### config.mk
export PLATFORM = sky130hd
export DESIGN_NAME = nonprint_escape_line_folder_flat
export DESIGN_NICKNAME = d
export VERILOG_FILES = /design/src/hw/rtl/nepl_pkg.sv /design/src/hw/rtl/nepl_if.sv /design/src/hw/rtl/nepl_front.sv /design/src/hw/rtl/nepl_queue.sv /design/src/hw/rtl/nepl_back.sv /design/src/hw/rtl/nonprint_escape_line_folder.sv /design/src/flat_wrapper.sv
export VERILOG_INCLUDE_DIRS = /design/src /design/src/hw/rtl
export SDC_FILE = /design/constraint.sdc
export NUM_CORES = 1
export LEC_CHECK = 0
export CORE_MARGIN = 5
export CORE_UTILIZATION = 55
export DETAILED_ROUTE_END_ITERATION = 12
export DONT_BUFFER_PORTS = 1
export GPL_TIMING_DRIVEN = 0
export PLACE_DENSITY = 0.76
export SLEW_MARGIN = 40
export SYNTH_ARGS = -nofsm -noshare
export SYNTH_HDL_FRONTEND = slang
export SYNTH_HIERARCHICAL = 1
export SYNTH_SLANG_ARGS = --single-unit
export TNS_END_PERCENT = 50
### constraint.sdc
create_clock -name clk -period 3.9 [get_ports clk]
set_clock_uncertainty 0.1 [all_clocks]
set_input_delay 0 -clock clk [delete_from_list [all_inputs] [get_ports clk]]
set_output_delay 0 -clock clk [all_outputs]
set_load 0.02 [all_outputs]
### src/hw/rtl/nonprint_escape_line_folder_defines.svh
// Assertion macros shared by the escape and line folding RTL.
`ifndef NONPRINT_ESCAPE_LINE_FOLDER_DEFINES_SVH
`define NONPRINT_ESCAPE_LINE_FOLDER_DEFINES_SVH

// Checks that the consequent holds in the same cycle as the antecedent.
`define NEPL_ASSERT_SAME(lbl, ante, cons, msg) \
    lbl: assert property (@(posedge clk) disable iff (!rst_n) (ante) |-> (cons)) \
        else $error(msg);

// Checks that the consequent holds in the cycle after the antecedent.
`define NEPL_ASSERT_NEXT(lbl, ante, cons, msg) \
    lbl: assert property (@(posedge clk) disable iff (!rst_n) (ante) |=> (cons)) \
        else $error(msg);

`endif

### src/hw/rtl/nepl_pkg.sv
// Types, constants and character helpers for the escape and line folding block.
package nepl_pkg;

    localparam int COUNT_BITS_DEF = 12;
    localparam int LIMIT_W        = 12;
    localparam int CFG_DATA_W     = 12;
    localparam int CFG_INDEX_W    = 1;
    localparam int QUEUE_DEPTH    = 2;
    localparam int MAX_RESULTS    = 12;
    localparam int STEP_W         = $clog2(MAX_RESULTS);
    localparam int MARKER_LEN     = 7;

    localparam logic [LIMIT_W-1:0] LIMIT_RESET = 12'd80;

    localparam logic [CFG_INDEX_W-1:0] REG_HEX_MODE   = 1'd0;
    localparam logic [CFG_INDEX_W-1:0] REG_LINE_LIMIT = 1'd1;

    localparam logic [7:0] CH_NEWLINE   = 8'h0A;
    localparam logic [7:0] CH_TAB       = 8'h09;
    localparam logic [7:0] CH_SPACE     = 8'h20;
    localparam logic [7:0] CH_TILDE     = 8'h7E;
    localparam logic [7:0] CH_BACKSLASH = 8'h5C;
    localparam logic [7:0] CH_GT        = 8'h3E;
    localparam logic [7:0] CH_ZERO      = 8'h30;
    localparam logic [7:0] CH_LOWER_C   = 8'h63;
    localparam logic [7:0] CH_LOWER_X   = 8'h78;
    localparam logic [7:0] CH_LOWER_A   = 8'h61;

    typedef enum logic [1:0] {
        KIND_PLAIN,
        KIND_TAB,
        KIND_HEX,
        KIND_OCT
    } nepl_kind_t;

    typedef struct packed {
        nepl_kind_t kind;
        logic [7:0] data;
        logic       brk;
    } nepl_desc_t;

    function automatic logic [STEP_W-1:0] body_len(input nepl_kind_t kind);
        logic [STEP_W-1:0] len;
        case (kind)
            KIND_PLAIN: len = STEP_W'(1);
            KIND_TAB:   len = STEP_W'(2);
            KIND_HEX:   len = STEP_W'(4);
            KIND_OCT:   len = STEP_W'(5);
            default:    len = STEP_W'(1);
        endcase
        return len;
    endfunction

    function automatic logic [7:0] hex_digit(input logic [3:0] nib);
        logic [7:0] ch;
        if (nib < 4'd10)
            ch = CH_ZERO + {4'd0, nib};
        else
            ch = CH_LOWER_A + {4'd0, nib} - 8'd10;
        return ch;
    endfunction

    function automatic logic [7:0] body_char(input nepl_kind_t kind, input logic [7:0] data,
                                             input logic [2:0] pos);
        logic [7:0] ch;
        ch = CH_BACKSLASH;
        case (kind)
            KIND_PLAIN: ch = data;
            KIND_TAB:   ch = (pos == 3'd0) ? CH_BACKSLASH : CH_LOWER_C;
            KIND_HEX:
            begin
                case (pos)
                    3'd0:    ch = CH_BACKSLASH;
                    3'd1:    ch = CH_LOWER_X;
                    3'd2:    ch = hex_digit(data[7:4]);
                    default: ch = hex_digit(data[3:0]);
                endcase
            end
            KIND_OCT:
            begin
                case (pos)
                    3'd0:    ch = CH_BACKSLASH;
                    3'd1:    ch = CH_ZERO;
                    3'd2:    ch = CH_ZERO + {6'd0, data[7:6]};
                    3'd3:    ch = CH_ZERO + {5'd0, data[5:3]};
                    default: ch = CH_ZERO + {5'd0, data[2:0]};
                endcase
            end
            default: ch = data;
        endcase
        return ch;
    endfunction

    function automatic logic [7:0] marker_char(input logic [2:0] pos);
        logic [7:0] ch;
        case (pos)
            3'd0:    ch = CH_SPACE;
            3'd6:    ch = CH_NEWLINE;
            default: ch = CH_GT;
        endcase
        return ch;
    endfunction

endpackage

### src/hw/rtl/nepl_if.sv
// Valid/ready channel interfaces for input bytes and output characters.
interface nepl_in_if;
    logic       valid;
    logic       ready;
    logic [7:0] in_byte;

    modport source (output valid, output in_byte, input ready);
    modport sink   (input valid, input in_byte, output ready);
endinterface

interface nepl_out_if;
    logic       valid;
    logic       ready;
    logic [7:0] out_char;
    logic       run_last;

    modport source (output valid, output out_char, output run_last, input ready);
    modport sink   (input valid, input out_char, input run_last, output ready);
endinterface

### src/hw/rtl/nepl_front.sv
// Front end: configuration registers, byte classification and line counting.
module nepl_front #(
    parameter int COUNT_BITS = nepl_pkg::COUNT_BITS_DEF
) (
    input  logic                             clk,
    input  logic                             rst_n,
    input  logic                             cfg_we,
    input  logic [nepl_pkg::CFG_INDEX_W-1:0] cfg_index,
    input  logic [nepl_pkg::CFG_DATA_W-1:0]  cfg_data,
    nepl_in_if.sink                          in_chan,
    output logic                             push_valid,
    output nepl_pkg::nepl_desc_t             push_desc,
    input  logic                             push_ready
);
    import nepl_pkg::*;

    localparam int CMP_W = (COUNT_BITS > LIMIT_W) ? COUNT_BITS : LIMIT_W;
    localparam logic [COUNT_BITS-1:0] COUNT_MAX = {COUNT_BITS{1'b1}};

    logic                  hex_mode_reg;
    logic [LIMIT_W-1:0]    line_limit_reg;
    logic [COUNT_BITS-1:0] line_count_reg;
    logic [COUNT_BITS-1:0] line_count_next;
    logic [COUNT_BITS-1:0] count_base;
    logic [COUNT_BITS-1:0] count_inc;
    logic [LIMIT_W-1:0]    limit_eff;
    logic                  accept;
    nepl_kind_t            kind;
    logic                  brk;

    assign in_chan.ready = push_ready;
    assign accept        = in_chan.valid && push_ready;

    always_comb
    begin
        if (in_chan.in_byte == CH_NEWLINE)
            kind = KIND_PLAIN;
        else if (in_chan.in_byte == CH_TAB)
            kind = KIND_TAB;
        else if (in_chan.in_byte inside {[CH_SPACE:CH_TILDE]})
            kind = KIND_PLAIN;
        else if (hex_mode_reg)
            kind = KIND_HEX;
        else
            kind = KIND_OCT;
    end

    // A newline restarts the count before the increment; the count saturates.
    always_comb
    begin
        count_base = (in_chan.in_byte == CH_NEWLINE) ? '0 : line_count_reg;
        count_inc  = (count_base == COUNT_MAX) ? count_base : count_base + 1'b1;
        limit_eff  = (line_limit_reg == '0) ? LIMIT_W'(1) : line_limit_reg;
        brk        = (CMP_W'(count_inc) >= CMP_W'(limit_eff));
        line_count_next = brk ? COUNT_BITS'(1) : count_inc;
    end

    assign push_valid     = in_chan.valid;
    assign push_desc.kind = kind;
    assign push_desc.data = in_chan.in_byte;
    assign push_desc.brk  = brk;

    always_ff @(posedge clk or negedge rst_n)
    begin
        if (!rst_n)
        begin
            hex_mode_reg   <= 1'b0;
            line_limit_reg <= LIMIT_RESET;
            line_count_reg <= COUNT_BITS'(1);
        end
        else
        begin
            if (cfg_we && cfg_index == REG_HEX_MODE)
                hex_mode_reg <= cfg_data[0];
            if (cfg_we && cfg_index == REG_LINE_LIMIT)
                line_limit_reg <= cfg_data[LIMIT_W-1:0];
            if (accept)
                line_count_reg <= line_count_next;
        end
    end

endmodule

### src/hw/rtl/nepl_queue.sv
// Short descriptor queue that decouples the front end from the emitter.
`include "nonprint_escape_line_folder_defines.svh"

module nepl_queue (
    input  logic                 clk,
    input  logic                 rst_n,
    input  logic                 push_valid,
    input  nepl_pkg::nepl_desc_t push_desc,
    output logic                 push_ready,
    output logic                 pop_valid,
    output nepl_pkg::nepl_desc_t pop_desc,
    input  logic                 pop_ready
);
    import nepl_pkg::*;

    localparam int PTR_W = (QUEUE_DEPTH > 1) ? $clog2(QUEUE_DEPTH) : 1;
    localparam int CNT_W = $clog2(QUEUE_DEPTH + 1);

    nepl_desc_t       slot_reg [QUEUE_DEPTH];
    logic [PTR_W-1:0] wr_ptr_reg;
    logic [PTR_W-1:0] rd_ptr_reg;
    logic [CNT_W-1:0] count_reg;
    logic [CNT_W-1:0] count_next;
    logic             push;
    logic             pop;

    assign push_ready = (count_reg != CNT_W'(QUEUE_DEPTH));
    assign pop_valid  = (count_reg != '0);
    assign pop_desc   = slot_reg[rd_ptr_reg];
    assign push       = push_valid && push_ready;
    assign pop        = pop_valid && pop_ready;

    always_comb
    begin
        count_next = count_reg;
        if (push && !pop)
            count_next = count_reg + 1'b1;
        else if (pop && !push)
            count_next = count_reg - 1'b1;
    end

    always_ff @(posedge clk or negedge rst_n)
    begin
        if (!rst_n)
        begin
            wr_ptr_reg <= '0;
            rd_ptr_reg <= '0;
            count_reg  <= '0;
        end
        else
        begin
            count_reg <= count_next;
            if (push)
                wr_ptr_reg <= (wr_ptr_reg == PTR_W'(QUEUE_DEPTH - 1)) ? '0 : wr_ptr_reg + 1'b1;
            if (pop)
                rd_ptr_reg <= (rd_ptr_reg == PTR_W'(QUEUE_DEPTH - 1)) ? '0 : rd_ptr_reg + 1'b1;
        end
    end

    always_ff @(posedge clk)
    begin
        if (push)
            slot_reg[wr_ptr_reg] <= push_desc;
    end

    `NEPL_ASSERT_SAME(a_queue_bound, 1'b1, count_reg <= CNT_W'(QUEUE_DEPTH), "queue overfilled")
    `NEPL_ASSERT_SAME(a_queue_ptrs, count_reg == '0, wr_ptr_reg == rd_ptr_reg, "pointers skewed")
    `NEPL_ASSERT_NEXT(a_queue_fill, push && !pop, count_reg != '0, "push lost")

endmodule

### src/hw/rtl/nepl_back.sv
// Back end: steps through the characters of each descriptor into the output register.
`include "nonprint_escape_line_folder_defines.svh"

module nepl_back (
    input  logic                 clk,
    input  logic                 rst_n,
    input  logic                 pop_valid,
    input  nepl_pkg::nepl_desc_t pop_desc,
    output logic                 pop_ready,
    nepl_out_if.source           out_chan
);
    import nepl_pkg::*;

    logic [STEP_W-1:0] step_reg;
    logic [STEP_W-1:0] step_next;
    logic [STEP_W-1:0] len;
    logic [STEP_W-1:0] total;
    logic [STEP_W-1:0] mark_pos;
    logic              out_valid_reg;
    logic              out_valid_next;
    logic [7:0]        out_char_reg;
    logic              run_last_reg;
    logic [7:0]        char_cur;
    logic              last_cur;
    logic              load;

    always_comb
    begin
        len      = body_len(pop_desc.kind);
        total    = pop_desc.brk ? len + STEP_W'(MARKER_LEN) : len;
        mark_pos = step_reg - len;
        if (step_reg < len)
            char_cur = body_char(pop_desc.kind, pop_desc.data, step_reg[2:0]);
        else
            char_cur = marker_char(mark_pos[2:0]);
        last_cur = (step_reg == total - 1'b1);
    end

    // The output register takes a new character whenever a descriptor is waiting and it is empty or being drained.
    assign load      = pop_valid && (!out_valid_reg || out_chan.ready);
    assign pop_ready = load && last_cur;

    always_comb
    begin
        step_next = step_reg;
        if (pop_ready)
            step_next = '0;
        else if (load)
            step_next = step_reg + 1'b1;

        out_valid_next = out_valid_reg;
        if (load)
            out_valid_next = 1'b1;
        else if (out_chan.ready)
            out_valid_next = 1'b0;
    end

    always_ff @(posedge clk or negedge rst_n)
    begin
        if (!rst_n)
        begin
            step_reg      <= '0;
            out_valid_reg <= 1'b0;
        end
        else
        begin
            step_reg      <= step_next;
            out_valid_reg <= out_valid_next;
        end
    end

    always_ff @(posedge clk)
    begin
        if (load)
        begin
            out_char_reg <= char_cur;
            run_last_reg <= last_cur;
        end
    end

    assign out_chan.valid    = out_valid_reg;
    assign out_chan.out_char = out_char_reg;
    assign out_chan.run_last = run_last_reg;

    `NEPL_ASSERT_SAME(a_step_bound, pop_valid, step_reg < total, "step past end of run")
    `NEPL_ASSERT_SAME(a_step_idle, !pop_valid, step_reg == '0, "step moved without work")
    `NEPL_ASSERT_NEXT(a_step_restart, pop_ready, step_reg == '0 && out_valid_reg && run_last_reg,
                      "run end not marked")

endmodule

### src/hw/rtl/nonprint_escape_line_folder.sv
// Top level of the non-printable escaper with line folding.
// Each input byte is classified and line-counted by the front end in the cycle it is
// accepted, then queued; while the output is ready, the back end emits one output
// character per cycle into an output register: one for a printable byte or newline,
// two for a tab, four for a hex escape, five for an octal escape, plus seven when
// the break marker follows. An input byte therefore yields 1 to 12 output characters,
// and printable text flows at one byte per cycle; the output register sets that rate.
// A byte's first character passes through a queue slot and then the output register.
module nonprint_escape_line_folder #(
    parameter int COUNT_BITS = nepl_pkg::COUNT_BITS_DEF
) (
    input  logic                             clk,
    input  logic                             rst_n,
    input  logic                             cfg_we,
    input  logic [nepl_pkg::CFG_INDEX_W-1:0] cfg_index,
    input  logic [nepl_pkg::CFG_DATA_W-1:0]  cfg_data,
    nepl_in_if.sink                          in_chan,
    nepl_out_if.source                       out_chan
);
    import nepl_pkg::*;

    logic       push_valid;
    logic       push_ready;
    nepl_desc_t push_desc;
    logic       pop_valid;
    logic       pop_ready;
    nepl_desc_t pop_desc;

    nepl_front #(
        .COUNT_BITS (COUNT_BITS)
    ) u_front (
        .clk        (clk),
        .rst_n      (rst_n),
        .cfg_we     (cfg_we),
        .cfg_index  (cfg_index),
        .cfg_data   (cfg_data),
        .in_chan    (in_chan),
        .push_valid (push_valid),
        .push_desc  (push_desc),
        .push_ready (push_ready)
    );

    nepl_queue u_queue (
        .clk        (clk),
        .rst_n      (rst_n),
        .push_valid (push_valid),
        .push_desc  (push_desc),
        .push_ready (push_ready),
        .pop_valid  (pop_valid),
        .pop_desc   (pop_desc),
        .pop_ready  (pop_ready)
    );

    nepl_back u_back (
        .clk       (clk),
        .rst_n     (rst_n),
        .pop_valid (pop_valid),
        .pop_desc  (pop_desc),
        .pop_ready (pop_ready),
        .out_chan  (out_chan)
    );

endmodule
### src/flat_wrapper.sv
// flat-port wrapper written by rule: the top's interface ports become plain ports
module nonprint_escape_line_folder_flat import nepl_pkg::*;
#(
    parameter int COUNT_BITS = nepl_pkg::COUNT_BITS_DEF
)
  (clk, rst_n, cfg_we, cfg_index, cfg_data, in_chan_valid, in_chan_in_byte, in_chan_ready, out_chan_valid, out_chan_out_char, out_chan_run_last, out_chan_ready);
  nepl_in_if in_chan_i ();
  nepl_out_if out_chan_i ();
  input  logic clk;
  input  logic rst_n;
  input  logic cfg_we;
  input  logic [nepl_pkg::CFG_INDEX_W-1:0] cfg_index;
  input  logic [nepl_pkg::CFG_DATA_W-1:0] cfg_data;
  input wire logic [$bits(in_chan_i.valid)-1:0] in_chan_valid;
  input wire logic [$bits(in_chan_i.in_byte)-1:0] in_chan_in_byte;
  output wire logic [$bits(in_chan_i.ready)-1:0] in_chan_ready;
  output wire logic [$bits(out_chan_i.valid)-1:0] out_chan_valid;
  output wire logic [$bits(out_chan_i.out_char)-1:0] out_chan_out_char;
  output wire logic [$bits(out_chan_i.run_last)-1:0] out_chan_run_last;
  input wire logic [$bits(out_chan_i.ready)-1:0] out_chan_ready;
  assign in_chan_i.valid = in_chan_valid;
  assign in_chan_i.in_byte = in_chan_in_byte;
  assign in_chan_ready = in_chan_i.ready;
  assign out_chan_valid = out_chan_i.valid;
  assign out_chan_out_char = out_chan_i.out_char;
  assign out_chan_run_last = out_chan_i.run_last;
  assign out_chan_i.ready = out_chan_ready;
  nonprint_escape_line_folder #(.COUNT_BITS(COUNT_BITS)) u_core (.clk(clk), .rst_n(rst_n), .cfg_we(cfg_we), .cfg_index(cfg_index), .cfg_data(cfg_data), .in_chan(in_chan_i), .out_chan(out_chan_i));
endmodule
### Word-level counts from Yosys, hierarchy flattened

Memory sizes are Yosys's and may differ from the RTL's.
Cells that the tools add are included.

| storage, ports and cells | value |
|---|---|
| word-level logic and storage cells | 97 |
| input port bits | 26 |
| memories kept | 1 |
| memory bits (writable) | 22 |
| output and inout port bits | 11 |
| bits in registers | 43 |

| cells by class | value |
|---|---|
| add/sub/neg operators | 18 |
| magnitude comparators | 6 |
| bitwise logic cells | 1 |
| equal/unequal tests | 12 |
| reduce and logical (&&, ||, !) cells | 21 |
| mux-type cells | 28 |

Memories:

| memory | depth | bits a word | rd ports | clocked after Yosys merged registers in | wr ports | RTL line | source |
|---|---|---|---|---|---|---|---|
| u_core.u_queue.slot_reg | 2 | 11 | 1 | 0 | 1 | nepl_queue.sv:19 | `nepl_desc_t slot_reg [QUEUE_DEPTH];` |

Operators by type and width:

| kind | number |
|---|---|
| $mux 12 | 4 |
| $pmux 8 s4 | 1 |
| $pmux 7 s4 | 1 |
| $mux 8 | 3 |
| $pmux 8 s3 | 1 |
| $add 7x4->8 const A | 2 |
| $eq 8x4->1 const B | 2 |
| $pmux 4 s4 | 1 |
| $sub 8x4->8 const B | 2 |
| $add 6x3->7 const A | 2 |
| $add 6x4->7 const A | 2 |
| $add 12x1->12 const B | 1 |
| $eq 12x12->1 const B | 1 |
| $ge 12x12->1 | 1 |
| $logic_not 12->1 | 1 |
| $mux 4 | 3 |
| $pmux 6 s2 | 1 |
| $mux 2 | 5 |
| $logic_and 1x1->1 | 9 |
| $ge 8x6->1 const B | 1 |
| $le 8x7->1 const B | 1 |
| $lt 4x4->1 const B | 2 |
| $reduce_bool 2->1 | 4 |
| $add 6x2->7 const A | 1 |
| other kinds (22) | 34 |

### Depth between registers and ports, before layout

An unclocked memory read counts as a cell.

| depth | value |
|---|---|
| word-level depth | 12 |
| gate-level depth with buffers | 19 |
| depth with buffers taken out | 16 |

### Cells and area by module

Netlist, hierarchy kept.

Modules (own cells, without submodules):

| module | instances | cells an instance | area an instance (sq um) | seq. area each (sq um) |
|---|---|---|---|---|
| nepl_front | 1 | 209 | 1910.6 | 629.4 |
| nepl_back | 1 | 174 | 1448.9 | 395.4 |
| nepl_queue | 1 | 52 | 1003.5 | 760.7 |

### Worst setup path before layout

No wires, ideal clock.

| timing path | value |
|---|---|
| path kind | reg2reg |
| start point | reg u_core.u_queue.rd_ptr_reg |
| end point | reg u_core.u_queue.count_reg[1] |
| slack | 0.303 ns |
| period minus slack after synthesis | 3.597 ns |
| arrival | 3.418 ns |
| library setup time | 0.079 ns |
| path buffers | 1 |
| data required time | 3.721 ns |
| stages on the path, launching flop included | 14 |
| path through | dfrtp_1 buf_4 mux2_2 inv_1 fa_1 ha_1 xor2_1 or3_1 a221oi_2 and2_2 nand2_4 ha_1 nor2_1 xor2_1 |

RTL lines:

| what | RTL line | source |
|---|---|---|
| from (decl) | nepl_queue.sv:21 | `logic [PTR_W-1:0] rd_ptr_reg;` |
| from (signal assigned) | nepl_queue.sv:56 | `rd_ptr_reg <= (rd_ptr_reg == PTR_W'(QUEUE_DEPTH - 1)) ? '0 : rd_ptr_reg + 1'b1;` |
| to (signal assigned) | nepl_queue.sv:52 | `count_reg <= count_next;` |
| to (decl) | nepl_queue.sv:22 | `logic [CNT_W-1:0] count_reg;` |

==> run_results.csv <==
group,metric,value,unit
clocking,h-tree-depth,3,
timing,post-route-period-util,95.1,%
floorplan,core_region_area,0.00773,sq mm
global_routing,initial_antenna_violation_count,0,
logic_synthesis,synth.yosys.seq_area_share,40.9,%
timing,setup_viol,0,
global_routing,globalRoute.totalOverflow,0,
logic_synthesis,synth_fp_nets,492,
logic_synthesis,yosys_register_bits,65,
worst_setup_path,critical_path.reg2reg.endpoint,"u_core/u_queue/count_reg[1]$_DFFE_PN0P_",
placed_design,detailed_place_hpwl,7.07,mm
timing,slew_viol_final,0,
logic_synthesis,synth_cell_types,73,
placed_design,numPortBuffers,0,
worst_setup_path,critical_path.reg2reg.startpoint,"u_core/u_queue/rd_ptr_reg$_DFFE_PN0P_",
power,power_density,779,mW/mm^2
global_routing,grt_use_total,21.2,%
layout,largest_reg_flops,22,
power,p_comb_share,51.2,%
clocking,cts_tree,"yes",
layout,multi_input_area,0.00234,sq mm
layout,layoutNonFillerInstCount,586,
timing,tightestPinTransition,0.598,ns
layout,final_nets,536,
layout,diodes,0,
floorplan,die_x,99.1,microns
logic_synthesis,synth-main-ff-cell,"edfxtp_1",
worst_setup_path,crit_path_max_fanout,10,
power,internal_power,0.00231,W
placed_design,placement.setup.worst_slack,-0.201,ns
global_routing,via_count_of_the_first_global_routing_pass,3587,
detailed_routing,route.antenna.remaining_nets,0,
power,cellLeakagePower,2.11,nW
floorplan,boundaryPins,37,
power,seqPwrFrac,30.9,%
logic_synthesis,synthTopCellsByArea,"edfxtp_1 21%, dfrtp_1 18%, ha_1 8.3%",
detailed_routing,drcViolationCount,0,
worst_setup_path,reg2reg_depth,14,
clocking,cts_sinks,65,
floorplan,die_height,99.1,microns
worst_setup_path,setup.worst_path.end_class,"flip-flop",
logic_synthesis,post_synth_instance_area,0.00436,sq mm
clocking,cts_inserted_buffers,9,
layout,fill_cells,592,
layout,area_delta_synth_final,17.4,%
timing,hold-worst-slack,0.0572,ns
global_routing,grt_start_max_net_pins,28,
run,timing.max_cap.violations,0,
timing,setup-tns-final,0,ns
logic_synthesis,number_of_enable_type_register_cells_in_the_synthesized_netlist,31,
clocking,clock-root-buffer,"clkbuf_8",
layout,regArea,0.00179,sq mm
logic_synthesis,post_synthesis_mean_instance_area,10.0,sq um
timing,finalWorstSetupSlack,0.190,ns
power,clockPowerShare,17.9,%
detailed_routing,post_drt_via_cell_ratio,5.90,
floorplan,start_util,56.5,%
worst_hold_path,hold_sp,"in_chan_in_byte[3]",
clocking,clk_latency,0.35,ns
worst_setup_path,regToRegSetupSlack,0.19,ns
floorplan,die_area,0.00981,sq mm
logic_synthesis,synthCells,435,
run_status,result_of_the_run,"finished clean",
power,irDropWorstVdd,0.413,mV
detailed_routing,first_pass_iters,4,
timing,rsz0062_at_grt,"no",
detailed_routing,postRouteWirelength,9.99,mm
worst_hold_path,hold_path.class,"in2reg",
layout,fraction_of_layout_cells_with_a_size_suffix_above_1,18.4,%
worst_hold_path,holdPathEnd,"u_core/u_queue/slot_reg[1][10]$_DFFE_PP_",
global_routing,grt_pass1_wl,16.7,mm
detailed_routing,via_count,3456,
power,sw_share,42.2,%
floorplan,floorplan.rows,32,
logic_synthesis,async_flop_share,52.3,%
timing,period_minus_slack,3.71,ns
power,design_power_total,0.00399,W
placed_design,place_congestion,0.914,
worst_setup_path,req_time_crit_path,4.08,ns
power,total_switching_power,0.00168,W
clocking,cts_max_path_buffers,2,
worst_setup_path,critPathKind,"reg2reg",
timing,slew_headroom,60.1,%
placed_design,placed_cell_count,537,
detailed_routing,route.detailed.wl_per_inst,17.0,microns
logic_synthesis,synth_area_leader_cell,"edfxtp_1",
detailed_routing,detailedRoute.firstIterationViolations,178,
logic_synthesis,synth-warning-count,6,
logic_synthesis,yosys.area.top_type_share,21.3,%
timing,fmax,270,MHz
worst_hold_path,whs_path_depth,4,
timing,hold_viol_final,0,
clocking,clock_pin_slew_of_the_registers_on_the_worst_case_setup_and_hold_paths,0.08,ns
worst_setup_path,critPathLaunchType,"flip-flop",
worst_setup_path,worstPathArrival,3.89,ns
## per-layer routing
metal  global-route usage (%)  vias up  part of all wire, %  routed length (microns)
li1                         -     1668                    -                        -
met4                     7.77        0                  2.3                      227
met1                     22.7     1673                   39                     3850
met5                        0        -                    0                        0
met2                     40.4       97                   55                     5460
met3                     4.67       18                  4.5                      453
## cells in the final DEF (no fill, tap or decap), types with 4 or more instances in the layout
master,Yosys,routed
a211oi_1,9,9
a21oi_1,17,17
a31oi_1,4,4
and2_1,7,7
and3_1,4,4
buf_2,4,4
buf_4,12,13
clkbuf_1,8,8
clkbuf_8,0,9
dfrtp_1,31,31
dlygate4sd3_1,0,30
edfxtp_1,31,31
ha_1,29,27
inv_1,34,33
mux2_2,24,24
nand2_1,37,37
nand2b_1,4,4
nand3_1,13,13
nand4_1,7,7
nor2_1,26,24
nor2b_1,6,6
nor3_1,6,6
nor4_1,5,5
o21a_1,5,5
o21ai_0,23,23
o21ai_1,5,5
o22ai_1,4,4
o31ai_1,8,8
xnor2_1,9,9
xor2_1,7,7
## metrics by stage
step / utilization [%] / area, sq um
final: 66.3 / 5120
after global routing: 66.3 / 5120
after global placement: 58.1 / 4490
after floorplan: - / 4360
after CTS: 65.8 / 5090
after detailed placement: 58.1 / 4490
## how the worst max path moves through the flow
| stage | start | end | slack [ns] | depth (start not counted) |
|---|---|---|---|---|
| CTS | u_core/u_queue/rd_ptr_reg$_DFFE_PN0P_ | u_core/u_queue/count_reg[1]$_DFFE_PN0P_ | 0.003 | 14 |
| detailed placement | in_chan_in_byte[2] | u_core/u_front/line_count_reg[6]$_DFFE_PN0P_ | -0.20 | 19 |
| global placement | in_chan_in_byte[2] | u_core/u_front/line_count_reg[6]$_DFFE_PN0P_ | -0.13 | 19 |
| global route | u_core/u_queue/rd_ptr_reg$_DFFE_PN0P_ | u_core/u_queue/count_reg[1]$_DFFE_PN0P_ | 0.02 | 14 |
| floorplan | u_core/u_queue/rd_ptr_reg$_DFFE_PN0P_ | u_core/u_queue/count_reg[1]$_DFFE_PN0P_ | 0.30 | 13 |
| finish | u_core/u_queue/rd_ptr_reg$_DFFE_PN0P_ | u_core/u_queue/count_reg[1]$_DFFE_PN0P_ | 0.19 | 14 |
## power groups by stage
stage / clock (W) / sequential (W) / combinational (W)
after CTS: 0.000727 / 0.00123 / 0.00200
after floorplan: 0 / 0.00119 / 0.00153
after detailed placement: 0 / 0.00125 / 0.00190
after global placement: 0 / 0.00123 / 0.00183
final: 0.000714 / 0.00123 / 0.00204
after global routing: 0.000758 / 0.00126 / 0.00230
## worst max-delay path, stage by stage, from the launching register on
cell      delay [ns]
dfrtp_1         0.40
buf_6           0.17
mux2_2          0.40
inv_2           0.11
fa_2            0.48
ha_1            0.25
xor2_1          0.16
or3_1           0.40
a221oi_4        0.32
and2_4          0.21
nand2_4         0.06
ha_1            0.18
xor2_1          0.14
nor2_1          0.11
xor2_1          0.15
## area by class of cell
class | count | area share [%]
clock inverters | 6 | 2.25
well taps | 102 | 2.49
plain buffers | 23 | 2.74
multi-input cells | 312 | 45.8
repair buffers | 34 | 6.94
inverters | 34 | 2.49
flip-flops and latches | 65 | 34.8
clock buffers | 10 | 2.49
## Yosys cell counts (5+ instances only)
library cell	count
inv_1	34
nand3_1	13
edfxtp_1	31
buf_4	12
o21ai_0	23
nand2_1	37
nor3_1	6
o21ai_1	5
ha_1	29
o21a_1	5
a21oi_1	17
a211oi_1	9
xor2_1	7
mux2_2	24
nor4_1	5
xnor2_1	9
dfrtp_1	31
clkbuf_1	8
o31ai_1	8
nor2b_1	6
and2_1	7
nand4_1	7
nor2_1	26
## what timing repair did
item / CTS / global route
hold buffers: 32 / 0
endpoints found under the setup margin: 7 / 14
gates cloned: 0 / 0
pin swaps: 1 / 2
resized for setup: 3 / 6
setup buffers: 0 / 2
endpoints found under the hold margin: 76 / 0
## logic make-up (layout without fill, tap and decap cells)
family / Yosys count / after routing / synth area share (%)
and+or+nand+nor: 141 / 141 / 18.8
AOI/OAI and AO/OA: 99 / 99 / 15.3
DFF: 65 / 65 / 40.9
buffers and inverters: 58 / 107 / 6.14
adders and majority gates: 31 / 31 / 9.23
muxes: 25 / 25 / 6.42
xor gates and xnor gates: 16 / 16 / 3.21
Note: power is estimated with default switching activity, not from simulation.
